$ cat src/rtl/core/dict_entry_field_parser_unit_assert.svh
// Assertion macros for the dictionary entry field parser.
`ifndef DICT_ENTRY_FIELD_PARSER_UNIT_ASSERT_SVH
`define DICT_ENTRY_FIELD_PARSER_UNIT_ASSERT_SVH
`ifndef SYNTH
// Condition holds at every clock edge outside reset.
`define DEFP_ASSERT_ALWAYS(label, cond) \
  label: assert property (@(posedge clk) disable iff (!rst_n) (cond)) \
    else $error("dict entry parser check failed");
// Antecedent implies consequent in the same cycle.
`define DEFP_ASSERT_IMPLY(label, ante, cons) \
  label: assert property (@(posedge clk) disable iff (!rst_n) (ante) |-> (cons)) \
    else $error("dict entry parser check failed");
`else
`define DEFP_ASSERT_ALWAYS(label, cond)
`define DEFP_ASSERT_IMPLY(label, ante, cons)
`endif
`endif

$ cat src/rtl/core/def_pkg.sv
// Shared types, codes and the type letter decoder of the entry field parser.
`default_nettype none
package def_pkg;

  localparam int MAX_SEQ_TYPES = 8;
  localparam int QDEPTH        = 4;
  localparam int QPTR_W        = $clog2(QDEPTH);
  localparam int QCNT_W        = $clog2(QDEPTH + 1);

  // Type codes
  localparam logic [3:0] CODE_M       = 4'd0;
  localparam logic [3:0] CODE_L       = 4'd1;
  localparam logic [3:0] CODE_G       = 4'd2;
  localparam logic [3:0] CODE_T       = 4'd3;
  localparam logic [3:0] CODE_X_LOW   = 4'd4;
  localparam logic [3:0] CODE_Y       = 4'd5;
  localparam logic [3:0] CODE_K       = 4'd6;
  localparam logic [3:0] CODE_W_LOW   = 4'd7;
  localparam logic [3:0] CODE_H       = 4'd8;
  localparam logic [3:0] CODE_R       = 4'd9;
  localparam logic [3:0] CODE_W_UP    = 4'd10;
  localparam logic [3:0] CODE_P_UP    = 4'd11;
  localparam logic [3:0] CODE_X_UP    = 4'd12;
  localparam logic [3:0] CODE_UNKNOWN = 4'd13;
  // First code of the length-prefixed block types
  localparam logic [3:0] CODE_BLOCK_FIRST = CODE_W_UP;

  // Error codes
  localparam logic [2:0] ERR_NONE      = 3'd0;
  localparam logic [2:0] ERR_UNKNOWN   = 3'd1;
  localparam logic [2:0] ERR_REPEATED  = 3'd2;
  localparam logic [2:0] ERR_TRUNCATED = 3'd3;
  localparam logic [2:0] ERR_SEQ_END   = 3'd4;

  // Configuration register indexes
  localparam logic CFG_SEQ_COUNT   = 1'b0;
  localparam logic CFG_SEQ_LETTERS = 1'b1;

  localparam logic [7:0] CHAR_NUL = 8'h00;

  typedef enum logic [2:0] {
    PH_TYPE,
    PH_TEXT,
    PH_LEN,
    PH_BLOCK,
    PH_SKIP
  } phase_t;

  // One classified byte in the queue
  typedef struct packed {
    logic [7:0] data_byte;
    logic       is_last;
    logic [3:0] code;
  } q_entry_t;

  // Queue status toward the front and the checks
  typedef struct packed {
    logic              empty;
    logic              full;
    logic [QCNT_W-1:0] count;
  } q_status_t;

  function automatic logic [3:0] letter_code(input logic [7:0] c);
    logic [3:0] r;
    case (c)
      "m":     r = CODE_M;
      "l":     r = CODE_L;
      "g":     r = CODE_G;
      "t":     r = CODE_T;
      "x":     r = CODE_X_LOW;
      "y":     r = CODE_Y;
      "k":     r = CODE_K;
      "w":     r = CODE_W_LOW;
      "h":     r = CODE_H;
      "r":     r = CODE_R;
      "W":     r = CODE_W_UP;
      "P":     r = CODE_P_UP;
      "X":     r = CODE_X_UP;
      default: r = CODE_UNKNOWN;
    endcase
    return r;
  endfunction

endpackage
`default_nettype wire

$ cat src/rtl/core/def_if.sv
// Channel interfaces for entry bytes and parsed field results.
`default_nettype none
interface def_in_if;
  logic       valid;
  logic       ready;
  logic [7:0] data_byte;
  logic       is_last;
  modport source (output valid, output data_byte, output is_last, input ready);
  modport sink   (input valid, input data_byte, input is_last, output ready);
endinterface

interface def_out_if;
  logic       valid;
  logic       ready;
  logic       has_byte;
  logic [7:0] payload_byte;
  logic [3:0] type_code;
  logic       field_end;
  logic       entry_done;
  logic [2:0] error_code;
  modport source (output valid, output has_byte, output payload_byte, output type_code,
                  output field_end, output entry_done, output error_code, input ready);
  modport sink   (input valid, input has_byte, input payload_byte, input type_code,
                  input field_end, input entry_done, input error_code, output ready);
endinterface
`default_nettype wire

$ cat src/rtl/core/def_front.sv
// Front end: accepts entry bytes and tags each with its decoded type letter.
`default_nettype none
module def_front
  import def_pkg::*;
(
  def_in_if.sink   in_ch,
  input  q_status_t q_stat,
  output logic      push,
  output q_entry_t  push_entry
);

  // Take a transaction whenever the queue has room
  assign in_ch.ready = !q_stat.full;
  assign push        = in_ch.valid && !q_stat.full;

  // Classify the byte as a tagged-mode type letter
  always_comb begin
    push_entry.data_byte = in_ch.data_byte;
    push_entry.is_last   = in_ch.is_last;
    push_entry.code      = letter_code(in_ch.data_byte);
  end

endmodule
`default_nettype wire

$ cat src/rtl/core/def_queue.sv
// Short queue of classified bytes between front and back end.
`default_nettype none
module def_queue
  import def_pkg::*;
(
  input  logic      clk,
  input  logic      rst_n,
  input  logic      push,
  input  q_entry_t  push_entry,
  input  logic      pop,
  output q_entry_t  head,
  output q_status_t q_stat
);

  q_entry_t          mem_r [QDEPTH];
  logic [QPTR_W-1:0] wr_ptr_r;
  logic [QPTR_W-1:0] rd_ptr_r;
  logic [QCNT_W-1:0] count_r;
  logic              do_pop;

  assign do_pop       = pop && (count_r != '0);
  assign head         = mem_r[rd_ptr_r];
  assign q_stat.empty = (count_r == '0);
  assign q_stat.full  = (count_r == QCNT_W'(QDEPTH));
  assign q_stat.count = count_r;

  // Store entries
  always_ff @(posedge clk) begin
    if (push) begin
      mem_r[wr_ptr_r] <= push_entry;
    end
  end

  // Advance pointers and count
  always_ff @(posedge clk) begin
    if (!rst_n) begin
      wr_ptr_r <= '0;
      rd_ptr_r <= '0;
      count_r  <= '0;
    end else begin
      if (push) begin
        wr_ptr_r <= wr_ptr_r + 1'b1;
      end
      if (do_pop) begin
        rd_ptr_r <= rd_ptr_r + 1'b1;
      end
      if (push && !do_pop) begin
        count_r <= count_r + 1'b1;
      end else if (!push && do_pop) begin
        count_r <= count_r - 1'b1;
      end
    end
  end

endmodule
`default_nettype wire

$ cat src/rtl/core/def_back.sv
// Back end: field parser state machine, configuration registers, result register.
`default_nettype none
module def_back
  import def_pkg::*;
(
  input  logic         clk,
  input  logic         rst_n,
  input  logic         cfg_we,
  input  logic         cfg_index,
  input  logic [63:0]  cfg_wdata,
  input  q_entry_t     head,
  input  q_status_t    q_stat,
  output logic         pop,
  def_out_if.source    out_ch
);

  // Configuration
  logic [3:0]  seq_count_r;
  logic [63:0] seq_letters_r;

  // Parser state
  phase_t      phase_r, phase_nxt;
  logic [1:0]  len_seen_r, len_seen_nxt;
  logic [31:0] remain_r, remain_nxt;
  logic [3:0]  cur_type_r, cur_type_nxt;
  logic [13:0] seen_r, seen_nxt;
  logic [3:0]  seq_pos_r, seq_pos_nxt;
  logic [2:0]  err_r, err_nxt;

  // Result register
  logic        out_valid_r, out_valid_nxt;
  logic        has_byte_r, has_byte_nxt;
  logic [7:0]  payload_r, payload_nxt;
  logic [3:0]  type_code_r, type_code_nxt;
  logic        field_end_r, field_end_nxt;
  logic        entry_done_r, entry_done_nxt;
  logic [2:0]  error_code_r, error_code_nxt;

  logic        advance;
  logic        emit;
  logic [3:0]  seq_cnt;
  logic        seq_mode;
  logic [7:0]  seq_letter;
  logic [3:0]  code;
  logic [31:0] len_shift;
  logic [31:0] remain_dec;
  logic [7:0]  b;
  logic        last;

  assign advance = !out_valid_r || out_ch.ready;
  assign pop     = advance && !q_stat.empty;
  assign b       = head.data_byte;
  assign last    = head.is_last;

  assign seq_cnt    = (seq_count_r > 4'(MAX_SEQ_TYPES)) ? 4'(MAX_SEQ_TYPES) : seq_count_r;
  assign seq_mode   = (seq_cnt != '0);
  assign seq_letter = seq_letters_r[8*seq_pos_r[2:0] +: 8];
  assign code       = seq_mode ? letter_code(seq_letter) : head.code;
  assign len_shift  = {remain_r[23:0], b};
  assign remain_dec = remain_r - 32'd1;

  // Hold configuration
  always_ff @(posedge clk) begin
    if (!rst_n) begin
      seq_count_r   <= '0;
      seq_letters_r <= '0;
    end else if (cfg_we) begin
      case (cfg_index)
        CFG_SEQ_COUNT:   seq_count_r   <= cfg_wdata[3:0];
        CFG_SEQ_LETTERS: seq_letters_r <= cfg_wdata;
        default:         seq_count_r   <= seq_count_r;
      endcase
    end
  end

  // Parser state and result register
  always_ff @(posedge clk) begin
    if (!rst_n) begin
      phase_r     <= PH_TYPE;
      len_seen_r  <= '0;
      remain_r    <= '0;
      cur_type_r  <= '0;
      seen_r      <= '0;
      seq_pos_r   <= '0;
      err_r       <= ERR_NONE;
      out_valid_r <= 1'b0;
    end else begin
      phase_r     <= phase_nxt;
      len_seen_r  <= len_seen_nxt;
      remain_r    <= remain_nxt;
      cur_type_r  <= cur_type_nxt;
      seen_r      <= seen_nxt;
      seq_pos_r   <= seq_pos_nxt;
      err_r       <= err_nxt;
      out_valid_r <= out_valid_nxt;
    end
  end

  always_ff @(posedge clk) begin
    if (pop && emit) begin
      has_byte_r   <= has_byte_nxt;
      payload_r    <= payload_nxt;
      type_code_r  <= type_code_nxt;
      field_end_r  <= field_end_nxt;
      entry_done_r <= entry_done_nxt;
      error_code_r <= error_code_nxt;
    end
  end

  // Next state and result for the byte at the queue head
  always_comb begin
    phase_nxt      = phase_r;
    len_seen_nxt   = len_seen_r;
    remain_nxt     = remain_r;
    cur_type_nxt   = cur_type_r;
    seen_nxt       = seen_r;
    seq_pos_nxt    = seq_pos_r;
    err_nxt        = err_r;
    emit           = 1'b0;
    has_byte_nxt   = 1'b0;
    payload_nxt    = '0;
    type_code_nxt  = CODE_UNKNOWN;
    field_end_nxt  = 1'b0;
    entry_done_nxt = last;
    error_code_nxt = ERR_NONE;

    case (phase_r)
      PH_TYPE: begin
        if (seq_mode && (seq_pos_r >= seq_cnt)) begin
          emit = 1'b1; phase_nxt = PH_SKIP;
          err_nxt = ERR_SEQ_END; error_code_nxt = ERR_SEQ_END;
        end else if (code == CODE_UNKNOWN) begin
          emit = 1'b1; phase_nxt = PH_SKIP;
          err_nxt = ERR_UNKNOWN; error_code_nxt = ERR_UNKNOWN;
        end else if (seen_r[code]) begin
          emit = 1'b1; phase_nxt = PH_SKIP; type_code_nxt = code;
          err_nxt = ERR_REPEATED; error_code_nxt = ERR_REPEATED;
        end else begin
          seen_nxt       = seen_r | (14'd1 << code);
          cur_type_nxt   = code;
          type_code_nxt  = code;
          if (seq_mode) begin
            // First byte of a sequence field is already content
            seq_pos_nxt = seq_pos_r + 4'd1;
            emit        = 1'b1;
            if (b == CHAR_NUL) begin
              phase_nxt     = PH_TYPE;
              field_end_nxt = 1'b1;
            end else begin
              phase_nxt     = PH_TEXT;
              has_byte_nxt  = 1'b1;
              payload_nxt   = b;
              field_end_nxt = last;
            end
          end else if (code >= CODE_BLOCK_FIRST) begin
            if (last) begin
              emit = 1'b1; phase_nxt = PH_SKIP;
              err_nxt = ERR_TRUNCATED; error_code_nxt = ERR_TRUNCATED;
            end else begin
              phase_nxt    = PH_LEN;
              len_seen_nxt = '0;
              remain_nxt   = '0;
            end
          end else begin
            phase_nxt     = PH_TEXT;
            emit          = last;
            field_end_nxt = 1'b1;
          end
        end
      end

      PH_TEXT: begin
        emit          = 1'b1;
        type_code_nxt = cur_type_r;
        if (b == CHAR_NUL) begin
          phase_nxt     = PH_TYPE;
          field_end_nxt = 1'b1;
        end else begin
          has_byte_nxt  = 1'b1;
          payload_nxt   = b;
          field_end_nxt = last;
        end
      end

      PH_LEN: begin
        remain_nxt    = len_shift;
        type_code_nxt = cur_type_r;
        if (len_seen_r != 2'd3) begin
          len_seen_nxt = len_seen_r + 2'd1;
          if (last) begin
            emit = 1'b1; phase_nxt = PH_SKIP;
            err_nxt = ERR_TRUNCATED; error_code_nxt = ERR_TRUNCATED;
          end
        end else begin
          len_seen_nxt = '0;
          if ((len_shift == '0) || last) begin
            // Empty or clipped block closes at once
            emit          = 1'b1;
            phase_nxt     = PH_TYPE;
            remain_nxt    = '0;
            field_end_nxt = 1'b1;
          end else begin
            phase_nxt = PH_BLOCK;
          end
        end
      end

      PH_BLOCK: begin
        emit          = 1'b1;
        remain_nxt    = remain_dec;
        has_byte_nxt  = 1'b1;
        payload_nxt   = b;
        type_code_nxt = cur_type_r;
        if ((remain_dec == '0) || last) begin
          phase_nxt     = PH_TYPE;
          remain_nxt    = '0;
          field_end_nxt = 1'b1;
        end
      end

      PH_SKIP: begin
        emit           = last;
        error_code_nxt = err_r;
      end

      default: begin
        phase_nxt = PH_TYPE;
      end
    endcase

    // Drop all entry state after the final byte
    if (last) begin
      phase_nxt    = PH_TYPE;
      len_seen_nxt = '0;
      remain_nxt   = '0;
      cur_type_nxt = '0;
      seen_nxt     = '0;
      seq_pos_nxt  = '0;
      err_nxt      = ERR_NONE;
    end

    // Keep state unless a byte is popped
    if (!pop) begin
      phase_nxt    = phase_r;
      len_seen_nxt = len_seen_r;
      remain_nxt   = remain_r;
      cur_type_nxt = cur_type_r;
      seen_nxt     = seen_r;
      seq_pos_nxt  = seq_pos_r;
      err_nxt      = err_r;
    end

    // Load a new result or release the taken one
    if (pop) begin
      out_valid_nxt = emit;
    end else if (out_ch.ready) begin
      out_valid_nxt = 1'b0;
    end else begin
      out_valid_nxt = out_valid_r;
    end
  end

  assign out_ch.valid        = out_valid_r;
  assign out_ch.has_byte     = has_byte_r;
  assign out_ch.payload_byte = payload_r;
  assign out_ch.type_code    = type_code_r;
  assign out_ch.field_end    = field_end_r;
  assign out_ch.entry_done   = entry_done_r;
  assign out_ch.error_code   = error_code_r;

endmodule
`default_nettype wire

$ cat src/rtl/core/dict_entry_field_parser_unit.sv
// Top level of the dictionary entry field parser.
`default_nettype none
`include "dict_entry_field_parser_unit_assert.svh"
// Splits the bytes of one dictionary entry into typed fields and returns at most one
// result per byte. The block sustains one byte per cycle: the front end tags each
// accepted byte with its decoded type letter and places it in a four-entry queue, and
// the back end pops one byte per cycle into the field state machine, whose single
// per-byte update sets the rate. A byte that gives a result is first written into the
// queue and then, once the back end pops it, loads the result register that drives
// the output. A stalled output fills the queue and then holds off new bytes.
// Configuration: index 0 is seq_count (0 selects tagged mode), index 1 holds up to
// eight sequence type letters, first in the lowest byte. Write them between entries.
module dict_entry_field_parser_unit
  import def_pkg::*;
(
  input  logic        clk,
  input  logic        rst_n,
  input  logic        cfg_we,
  input  logic        cfg_index,
  input  logic [63:0] cfg_wdata,
  def_in_if.sink      in_ch,
  def_out_if.source   out_ch
);

  q_status_t q_stat;
  q_entry_t  push_entry;
  q_entry_t  head;
  logic      push;
  logic      pop;

  def_front u_front (
    .in_ch      (in_ch),
    .q_stat     (q_stat),
    .push       (push),
    .push_entry (push_entry)
  );

  def_queue u_queue (
    .clk        (clk),
    .rst_n      (rst_n),
    .push       (push),
    .push_entry (push_entry),
    .pop        (pop),
    .head       (head),
    .q_stat     (q_stat)
  );

  def_back u_back (
    .clk       (clk),
    .rst_n     (rst_n),
    .cfg_we    (cfg_we),
    .cfg_index (cfg_index),
    .cfg_wdata (cfg_wdata),
    .head      (head),
    .q_stat    (q_stat),
    .pop       (pop),
    .out_ch    (out_ch)
  );

  // Queue count stays within its depth and matches its flags
  `DEFP_ASSERT_ALWAYS(a_q_bound, q_stat.count <= QCNT_W'(QDEPTH))
  `DEFP_ASSERT_IMPLY(a_q_full, q_stat.full, q_stat.count == QCNT_W'(QDEPTH) && !q_stat.empty)
  // An error result never carries a byte or closes a field
  `DEFP_ASSERT_IMPLY(a_err_nobyte, out_ch.valid && out_ch.error_code != ERR_NONE,
                     !out_ch.has_byte && !out_ch.field_end)
  // A payload byte always belongs to a known type
  `DEFP_ASSERT_IMPLY(a_byte_typed, out_ch.valid && out_ch.has_byte,
                     out_ch.type_code != CODE_UNKNOWN && out_ch.error_code == ERR_NONE)

endmodule
`default_nettype wire

$ cat src/flat_wrapper.sv
// flat-port wrapper written by rule: the top's interface ports become plain ports
module dict_entry_field_parser_unit_flat import def_pkg::*;
  (clk, rst_n, cfg_we, cfg_index, cfg_wdata, in_ch_valid, in_ch_data_byte, in_ch_is_last, in_ch_ready, out_ch_valid, out_ch_has_byte, out_ch_payload_byte, out_ch_type_code, out_ch_field_end, out_ch_entry_done, out_ch_error_code, out_ch_ready);
  def_in_if in_ch_i ();
  def_out_if out_ch_i ();
  input  logic clk;
  input  logic rst_n;
  input  logic cfg_we;
  input  logic cfg_index;
  input  logic [63:0] cfg_wdata;
  input wire logic [$bits(in_ch_i.valid)-1:0] in_ch_valid;
  input wire logic [$bits(in_ch_i.data_byte)-1:0] in_ch_data_byte;
  input wire logic [$bits(in_ch_i.is_last)-1:0] in_ch_is_last;
  output wire logic [$bits(in_ch_i.ready)-1:0] in_ch_ready;
  output wire logic [$bits(out_ch_i.valid)-1:0] out_ch_valid;
  output wire logic [$bits(out_ch_i.has_byte)-1:0] out_ch_has_byte;
  output wire logic [$bits(out_ch_i.payload_byte)-1:0] out_ch_payload_byte;
  output wire logic [$bits(out_ch_i.type_code)-1:0] out_ch_type_code;
  output wire logic [$bits(out_ch_i.field_end)-1:0] out_ch_field_end;
  output wire logic [$bits(out_ch_i.entry_done)-1:0] out_ch_entry_done;
  output wire logic [$bits(out_ch_i.error_code)-1:0] out_ch_error_code;
  input wire logic [$bits(out_ch_i.ready)-1:0] out_ch_ready;
  assign in_ch_i.valid = in_ch_valid;
  assign in_ch_i.data_byte = in_ch_data_byte;
  assign in_ch_i.is_last = in_ch_is_last;
  assign in_ch_ready = in_ch_i.ready;
  assign out_ch_valid = out_ch_i.valid;
  assign out_ch_has_byte = out_ch_i.has_byte;
  assign out_ch_payload_byte = out_ch_i.payload_byte;
  assign out_ch_type_code = out_ch_i.type_code;
  assign out_ch_field_end = out_ch_i.field_end;
  assign out_ch_entry_done = out_ch_i.entry_done;
  assign out_ch_error_code = out_ch_i.error_code;
  assign out_ch_i.ready = out_ch_ready;
  dict_entry_field_parser_unit u_core (.clk(clk), .rst_n(rst_n), .cfg_we(cfg_we), .cfg_index(cfg_index), .cfg_wdata(cfg_wdata), .in_ch(in_ch_i), .out_ch(out_ch_i));
endmodule
$ cat config.mk
export PLATFORM = sky130hd
export DESIGN_NAME = dict_entry_field_parser_unit_flat
export DESIGN_NICKNAME = d
export VERILOG_FILES = /design/src/rtl/core/def_pkg.sv /design/src/rtl/core/def_if.sv /design/src/rtl/core/def_front.sv /design/src/rtl/core/def_queue.sv /design/src/rtl/core/def_back.sv /design/src/rtl/core/dict_entry_field_parser_unit.sv /design/src/flat_wrapper.sv
export VERILOG_INCLUDE_DIRS = /design/src /design/src/rtl/core
export SDC_FILE = /design/constraint.sdc
export NUM_CORES = 1
export LEC_CHECK = 0
export BUFFER_PORTS_ARGS = -buffer_cell sky130_fd_sc_hd__buf_2
export CAP_MARGIN = 20
export CORE_MARGIN = 2
export CORE_UTILIZATION = 54
export DETAILED_ROUTE_END_ITERATION = 8
export PLACE_DENSITY = 0.76
export SLEW_MARGIN = 30
export SYNTH_ARGS = -nofsm -noshare
export SYNTH_HDL_FRONTEND = slang
export SYNTH_SLANG_ARGS = --single-unit
export TNS_END_PERCENT = 5
$ cat constraint.sdc
create_clock -name clk -period 3.85 [get_ports clk]
set_clock_uncertainty 0.05 [all_clocks]
set_input_delay 0.385 -clock clk [delete_from_list [all_inputs] [get_ports clk]]
set_output_delay 0.385 -clock clk [all_outputs]
set_load 0.005 [all_outputs]
==> impl_metrics.tcl <==
set metrics [dict create \
    run_status "finished with violations" \
    failed_checks "setup timing" \
    cp_max_fo 7 \
    holdBufCountCts 0 \
    drive_above_1_share_pct 26.5 \
    routedWlPerCell_um 18.0 \
    groute.usage.overall_pct 25.9 \
    clk_pin_slew_ps 70 \
    clkSinkCount 210 \
    io_pins 99 \
    muxShareOfSynthArea_pct 8.33 \
    antenna_left 0 \
    synth_compound_area_share_pct 18.4 \
    seq_area_frac_synth_pct 46.0 \
    clkLatencyLatePin_ps 530 \
    cts.path.max_buffers 3 \
    synth_top_family_by_area "simple AND/OR/NAND/NOR gates" \
    r2r_slack_ps -90 \
    dp_cells 1494 \
    grt_pass1_vias 8720 \
    rsz0062_at_grt "true" \
    setup_viol 31 \
    syn_to_final_growth_pct 23.9 \
    synth_cells 1118 \
    synthAdderAreaFrac_pct 1.83 \
    grt_overflow_total 0 \
    p_sw_share_pct 34.1 \
    ys_warn_count 0 \
    synth_ff_type "dfxtp_1" \
    internal_power_mw 5.12 \
    initial_core_util_pct 55.0 \
    die_height_um 145 \
    antenna_cells 0 \
    synthesis.area_mm2 0.0107 \
    instances_no_fill 1546 \
    p_per_area_mw_per_mm2 588 \
    syn-num-nets 1212 \
    coreArea_mm2 0.0194 \
    root_buffer "clkbuf_16" \
    numCtsBuffers 23 \
    first_iter_violations 680 \
    critPathLaunchType "flop" \
    drcViolationCount 0 \
    yosys.area_share.xor_xnor_pct 2.55 \
    placementRows 51 \
    cp-endpoint "u_core.u_back.remain_r[26]" \
    hold_class "in -> reg" \
    dp_hpwl_mm 19.0 \
    synth-async-reset-ratio_pct 0 \
    fin_crit_ps 3940 \
    power.total_mw 7.77 \
    max_freq_ghz 0.254 \
    final_core_util_pct 68.2 \
    drv_cap 0 \
    crit_type "reg -> reg" \
    slew_viol_final 0 \
    rr_worst_depth 13 \
    tightest_slew_ps 1090 \
    antenna_found_initial 0 \
    combPwrFrac_pct 33.6 \
    clkPwrFrac_pct 30.5 \
    min_delay_path_depth 1 \
    grt_max_degree 83 \
    required_ps 4210 \
    via_count 9288 \
    synth_simple_gate_area_share_pct 18.9 \
    rr_endpoint "u_core.u_back.remain_r[26]" \
    hold_viol 0 \
    synth_edf_count 70 \
    setup_slack_ps -85.0 \
    ys_seq_elements 210 \
    nNetsFinal 1358 \
    seq_power_share_pct 35.9 \
    die_area_mm2 0.0209 \
    leakage_nw 5.06 \
    dr.pass1.iters 5 \
    fin_crit_sh_pct 102 \
    relSlewSlack_pct 26.9 \
    chipWidth_um 145 \
    wirelength_mm 27.8 \
    endpoint_kind "flop" \
    peakVddDrop_v 0.000342 \
    gp_congestion 0.893 \
    synthDistinctLibCells 77 \
    port_buffers 98 \
    grt_pass1_wl_mm 43.6 \
    htree_levels 1 \
    p_switching_mw 2.65 \
    dpl-instance-area_mm2 0.0119 \
    fin_area_mm2 0.0132 \
    critical_path_arrival_ps 4300 \
    via_per_inst 6.01 \
    reg2reg_from "u_core.u_back.seq_pos_r[2]" \
    startpoint "u_core.u_back.seq_pos_r[2]" \
    tritoncts "yes" \
    syn_area_per_cell_um2 9.54 \
]
## cell usage after synthesis (11+ instances only)
library cell	number	area, µm²
xor2_1	17	149
nor4_1	19	119
dfxtp_1	140	2800
edfxtp_1	70	2100
a22oi_1	29	218
nand2b_1	14	87.6
o21ai_0	25	125
and3_1	12	75.1
a22o_1	16	140
mux4_2	25	563
clkbuf_1	55	206
and2_1	15	93.8
mux2i_1	18	180
nor2_1	67	251
nand3_1	19	95.1
a211oi_1	11	82.6
ha_1	14	175
nor2b_1	12	75.1
xnor2_1	14	123
nand2_1	187	702
nor3_1	24	120
o2bb2ai_1	26	228
inv_1	21	78.8
a21oi_1	97	485
buf_2	11	55.1
nand4_1	15	93.8
## cell usage in the layout (no fill, tap or decap), types with 15 or more instances in the layout
master / n
nand4_1: 15
nor3_1: 22
nand3_1: 19
o21ai_0: 25
xor2_1: 17
nand2_1: 184
nor2_1: 66
a22o_1: 16
buf_2: 98
o2bb2ai_1: 23
inv_1: 20
mux4_2: 25
dfxtp_1: 137
a21oi_1: 94
edfxtp_1: 70
buf_4: 87
clkbuf_16: 24
a22oi_1: 29
## critical path, cell delays in order, from the launching register on
cell      delay (ps)
dfxtp_4          420
mux4_2           540
mux2_4           290
o2111a_1         160
and3_4           200
o41ai_4          390
buf_12           190
mux2_2           360
o211ai_4         200
buf_4            170
nand4_1          200
a21o_4           310
buf_6            150
a21o_1           170
## power by group through the flow
stage | registers, mW | clock network [mW] | logic (mW)
global route | 2.82 | 2.49 | 2.80
CTS | 2.78 | 2.40 | 2.39
global placement | 2.82 | 0 | 2.29
floorplan | 2.76 | 0 | 1.50
finish | 2.79 | 2.37 | 2.61
detailed placement | 2.83 | 0 | 2.32
## logic make-up (layout without fill, tap and decap cells)
family / count (synthesis) / count (layout)
compound gates: 283 / 283
mux: 55 / 55
buf+inv: 102 / 265
flops: 210 / 210
fa+ha+maj: 15 / 15
simple gates: 422 / 422
xor+xnor: 31 / 31
## stage by stage
stage / setup slack (ps) / hold slack [ps] / setup TNS (ps)
3_5_place_dp: -340 / 394 / -20970
5_1_grt: -205 / 37.9 / -11810
6_report: -85.0 / 32.7 / -1840
3_3_place_gp: -243 / 390 / -14640
2_1_floorplan: 35.2 / 380 / 0
4_1_cts: 1.24 / 22.7 / 0
## final cells by class
class	instances	area [µm²]
Fill cell	1497	6180
Multi-Input combinational cell	806	5680
Sequential cell	210	4920
Timing Repair Buffer	201	1380
Clock buffer	26	607
Tap cell	265	332
Clock inverter	16	225
Inverter	22	82.6
## how the worst min path moves through the flow
| stage | startpoint | end | slack [ps] |
|---|---|---|---|
| final | in_ch_is_last | u_core.u_queue.mem_r[1][4] | 30 |
| after global routing | in_ch_is_last | u_core.u_queue.mem_r[1][4] | 40 |
| after CTS | in_ch_is_last | u_core.u_queue.mem_r[1][4] | 20 |
| after detailed placement | u_core.u_back.seq_letters_r[63] | u_core.u_back.seq_letters_r[63] | 390 |
| after global placement | u_core.u_back.seq_letters_r[63] | u_core.u_back.seq_letters_r[63] | 390 |
| after floorplan | u_core.u_back.seen_r[13] | u_core.u_back.seen_r[13] | 380 |
## routing by layer
layer	track usage, %	wire [µm]	vias up
li1	-	-	4431
met1	35.4	12000	4429
met2	43.1	13200	364
met3	3.94	1830	64
met4	7.00	742	0
met5	0	0	-
## flip-flops by register name (all words and copies together), names as in the netlist, 4 cells and up, named ones only
name	cells
u_core.u_back.out_ch.payload_byte	8
u_core.u_back.seq_letters_r	64
u_core.u_queue.mem_r	52
u_core.u_back.remain_r	32
u_core.u_back.seen_r	14
u_core.u_back.seq_pos_r	4
u_core.u_back.seq_count_r	4
u_core.u_back.out_ch.type_code	4
u_core.u_back.cur_type_r	4
## timing repair
action	4_1_cts	5_1_grt
pin swaps	8	24
setup endpoints to repair	90	89
setup buffers	3	7
gates resized for setup	20	54
gates cloned	0	2
Note: power is estimated with default switching activity, not from simulation.
